**config.mk**
```make
export PLATFORM = sky130hd
export DESIGN_NAME = irts_ram
export DESIGN_NICKNAME = d
export VERILOG_FILES = /design/src/hw/rtl/irts_ram.sv
export SDC_FILE = /design/constraint.sdc
export NUM_CORES = 1
export LEC_CHECK = 0
export ABC_AREA = 1
export BUFFER_PORTS_ARGS = -buffer_cell sky130_fd_sc_hd__buf_2
export CAP_MARGIN = 30
export CORE_MARGIN = 4
export CORE_UTILIZATION = 31
export CTS_CLUSTER_DIAMETER = 150
export DETAILED_ROUTE_END_ITERATION = 7
export GPL_TIMING_DRIVEN = 0
export HOLD_SLACK_MARGIN = 0.08
export PLACE_DENSITY = 0.47
export SLEW_MARGIN = 20
export SYNTH_ARGS = -nofsm -noshare
export SYNTH_HDL_FRONTEND = slang
export SYNTH_SLANG_ARGS = --single-unit
```
**constraint.sdc**
```tcl
create_clock -name clk -period 3.5 [get_ports clk]
set_input_delay 0.35 -clock clk [delete_from_list [all_inputs] [get_ports clk]]
set_output_delay 0.35 -clock clk [all_outputs]
set_load 0.02 [all_outputs]
```
**src/hw/rtl/irts_ram.sv**
```systemverilog
// irts_ram: generic single write port, single read port ram, registered read
// no dependencies
module irts_ram #(
    parameter int WIDTH = 8,
    parameter int DEPTH = 32
) (
    input  logic                                   clk,
    input  logic                                   we,
    input  logic [(DEPTH > 1 ? $clog2(DEPTH) : 1)-1:0] waddr,
    input  logic [WIDTH-1:0]                       wdata,
    input  logic                                   re,
    input  logic [(DEPTH > 1 ? $clog2(DEPTH) : 1)-1:0] raddr,
    output logic [WIDTH-1:0]                       rdata
);
    logic [WIDTH-1:0] mem [DEPTH];

    always_ff @(posedge clk)
    begin
        if (we)
        begin
            mem[waddr] <= wdata;
        end
        if (re)
        begin
            rdata <= mem[raddr];
        end
    end
endmodule

```
Yosys cells after proc, flatten, opt, wreduce, memory -nomap -nowiden. Memories as Yosys holds them, arrays and structs flattened. A register that Yosys moved wholly into a read port is not among the register bits. Index checks and enable logic that the tools add are counted.

Memories kept: 1. RAM bits: 256. Flip-flop bits (word level): 0. Output and inout bits: 8. Word-level logic and storage cells: 3. Bits of input ports: 21.

Memories: mem (depth 32, bits a word 8, read ports 1, clocked after Yosys merged registers in 1, wr ports 1, RTL line 15) `logic [WIDTH-1:0] mem [DEPTH];`.

Muxes and demuxes: 2.

Operators by type and width (number): 1-bit 2-to-1 mux (2).

Logic depth before layout (Yosys ltp).
Word-level depth: 2. Gate-level depth with buffers: 11. Gate-level depth less buffers: 9.

Least setup slack after synthesis. OpenSTA, ideal clock, no wires.

Kind: in2reg. Start: input waddr[0] in the netlist's numbering. End: memory mem[0][0] (enable). Cell stages on the path: 3. Path slack: 2116 ps. Arrival time: 1014 ps. Setup time: 370 ps. Required time: 3130 ps. Path buffers: 0. Cell sequence: inv_1 > nand3_1 > nor2_1.

RTL lines: start: declaration (RTL line 9) `input logic [(DEPTH > 1 ? $clog2(DEPTH) : 1)-1:0] waddr,`; end: declaration (RTL line 15).

No word-level cell before the write port.

==> impl_summary.txt <==
----------------------------------------------------
[Global routing]
  GR Layer Usage met2 ... 24.0%
  First-pass GRT wire length ... 43.8 mm
  Number of antenna violations at the first check in global routing ... 0
  Number of global-route vias before repair ... 6623
  Pin count of the biggest net entering global routing ... 33
  Residual overflow from global routing ... 0
  Global Route met1 Usage ... 23.1%
  Most crowded layer after global routing ... met2
  GR met3 Demand/Resource ... 2.42%
  Global Route Usage Sum ... 15.4%

[Worst setup path]
  Element type at the critical path end ... flop
  Max Fanout on Critical Path ... 10
  Data required time of the critical path ... 3760 ps
  Crit path largest cell delay ... 520 ps
  Series of cell instances along the critical path ... buf_2 > inv_2 > clkbuf_1 > nand3_1 > nand3_1 > nand2_1 > nand2_1 > nand2_1 > nand2_1 > nand2_1
  Most frequent cell on the critical path ... sky130_fd_sc_hd__nand2_1
  Arrival time at the worst endpoint ... 2020 ps
  Standard cell with the maximum stage delay on the critical path ... sky130_fd_sc_hd__clkbuf_1
  Critical Path Start Type ... primary input
  Critical path type ... in -> reg

[Floorplanning]
  Placement row count ... 68
  Die W ... 195 µm
  Number of top-level pins ... 29
  Core area ... 0.0345 mm²
  Die Ht ... 195 µm
  Die Footprint ... 0.0381 mm²
  Initial core utilization ... 31.5%

[Clocking]
  Count of cells resized by post-cts repair ... 0
  Buffer levels on the longest clock path ... 3
  Post-CTS clock slew at the launch and capture registers of the worst setup and hold paths ... 60 ps
  CTS H-Tree Depth ... 1
  Number of clock buffers inserted by TritonCTS ... 29
  Clock Root Buffer ... sky130_fd_sc_hd__clkbuf_16
  Cts-stage hold buffer count ... 0
  Clk Latency, worst-skew pair ... 540 ps
  CTS tree ... done
  Number of buffers inserted by post-CTS setup repair ... 0
  Number of clock sinks ... 264

[Routing]
  Routed length per instance ... 20.4 µm
  Via density ... 4.69
  Vias post-DR ... 6840
  Drt initial violations ... 494
  Total wire length after detailed routing ... 29.8 mm
  Number of nets with antenna violations after routing ... 0
  DR DRC count ... 0
  Iteration count of the initial detailed-routing pass ... 6

[Cells and area]
  Total inserted antenna cells ... 0
  Number of standard cells in the final layout excluding fillers ... 1458
  Number of nets in the final layout ... 1002
  Commonest non-fill, non-tap cells in the layout ... sky130_fd_sc_hd__nand2_1, sky130_fd_sc_hd__edfxtp_1, sky130_fd_sc_hd__nand3_1
  Share of post-route cells with drive strength above 1 ... 10.8%
  Share of the core filled with cells in the final layout ... 36.0%
  Final standard cell area without fillers ... 0.0124 mm²
  Area growth from synthesis to layout ... 14.4%
  Filler Cell Count ... 3459
  Most common library cell in the layout ignoring fill and taps ... sky130_fd_sc_hd__nand2_1

[Synthesis]
  Number of distinct library cell variants in the gate-level netlist after synthesis ... 11
  Sequential share of the synthesized area ... 73.0%
  Post-synthesis average cell area ... 11.8 µm²
  Main combinational cell family by area after synthesis ... simple AND/OR/NAND/NOR gates
  Mapped Area ... 0.0109 mm²
  Complex-gate fraction of the synthesized area ... 0%
  Cells after Synth ... 922
  Fraction of the mapped netlist area in simple logic gates ... 22.9%
  Top area cells in the synthesized netlist ... sky130_fd_sc_hd__edfxtp_1, sky130_fd_sc_hd__nand2_1, sky130_fd_sc_hd__nand3_1
  Post-synthesis adder-cell area fraction ... 0%
  Fraction of synthesized cell area in xor and xnor cells ... 0%
  Post-synth top area cell ... sky130_fd_sc_hd__edfxtp_1
  Top-area cell type share of the netlist area ... 73.0%
  #FFs+latches synth ... 264
  Net count after synthesis ... 943
  Syn. warnings ... 0
  Multiplexer fraction of the synthesized cell area ... 0%

[Placement]
  Last weighted congestion value of the routability-driven placer ... 0.825
  Standard cell area after detailed placement ... 0.0116 mm²
  Setup slack at placement ... 1150 ps
  Port Buffer Count ... 25
  Instance count after placement with tap cells included ... 1403
  HPWL after DPL ... 19.6 mm

[Timing]
  Period Utilization, post-route ... 50.2%
  Final clock skew ... 7.46 ps
  Slew of the pin with the lowest slew margin ... 914 ps
  Fin Setup TNS ... 0 ps
  Unrepaired setup endpoints after global routing ... false
  Shortest clock period the worst path allows after layout ... 1760 ps
  Max-slew violation total from the final report ... 0
  Highest clock rate ... 0.569 GHz
  Remaining max-slew budget at the tightest pin ... 38.9%
  Number of hold-slack violations in the final timing report ... 0
  Number of failing setup endpoints in the final timing report ... 0
  Worst setup margin ... 1740 ps

[Outcome]
  Result of the run ... finished clean

[Pwr]
  Power Density ... 546 mW/mm²
  Peak supply drop ... 0.000292 V
  Cell leakage power ... 4.55 nW

[Job]
  Number of max-capacitance violations reported ... 0

[Worst hold path]
  Tightest Hold Check Type ... in -> reg

----------------------------------------------------
==> layout make-up <==
cell class                 instances  area (µm²)  share of cell area (%)
tap                              455         569                    4.58
sequential                       264        7930                    63.7
inverter                          10        37.5                   0.302
buffer                            52         409                    3.29
clock buffer                      39         763                    6.14
clock inverter                    14        88.8                   0.714
timing repair buffer              28         148                    1.19
multi-input combinational        596        2490                    20.0
==> metal layers <==
metal	part of all wire, %	up-vias
li1	-	3335
met1	48	3306
met2	45	165
met3	5.0	34
met4	1.6	0
met5	0	-
==> Yosys cell counts <==
library cell,number
sky130_fd_sc_hd__buf_4,4
sky130_fd_sc_hd__nor2_1,32
sky130_fd_sc_hd__inv_2,2
sky130_fd_sc_hd__clkbuf_1,7
sky130_fd_sc_hd__nand3_1,204
sky130_fd_sc_hd__nand2_1,360
sky130_fd_sc_hd__buf_6,24
sky130_fd_sc_hd__edfxtp_1,264
sky130_fd_sc_hd__inv_1,8
sky130_fd_sc_hd__buf_1,2
sky130_fd_sc_hd__buf_2,15
==> cell families (layout without fill, tap and decap cells) <==
family	after synthesis	count (layout)
buffers and inverters	62	143
DFF	264	264
and+or+nand+nor	596	596
==> registers in the layout (all words and copies together), names as in the netlist <==
register  flops
mem         256
rdata         8
==> worst max-delay path: cells and delay by family <==
family	cells	cell delay, ps
simple gates	7	810
buf+inv	3	850
==> where the power goes <==
group          switching (W)  internal [W]  total, W
combinational       0.000349      0.000128  0.000477
clock                0.00118       0.00159   0.00277
sequential         0.0000103       0.00353   0.00354
==> worst paths after layout <==
kind	cells after the start	from	to	slack, ps
worst max-delay path	10	raddr[1]	rdata[2]$_DFFE_PP_	1740
worst min register to register	8	mem[14][5]$_DFFE_PP_	rdata[5]$_DFFE_PP_	910
worst max register to register	8	mem[29][2]$_DFFE_PP_	rdata[2]$_DFFE_PP_	2110
worst min-delay path	1	re	rdata[2]$_DFFE_PP_	190
==> per-stage QoR <==
stage	power (W)	hold WS, ps
global route	0.00705	169
detailed placement	0.00409	723
floorplan	0.00387	449
CTS	0.00686	158
global placement	0.00408	723
finish	0.00679	188
Note: power is estimated with default switching activity, not from simulation.
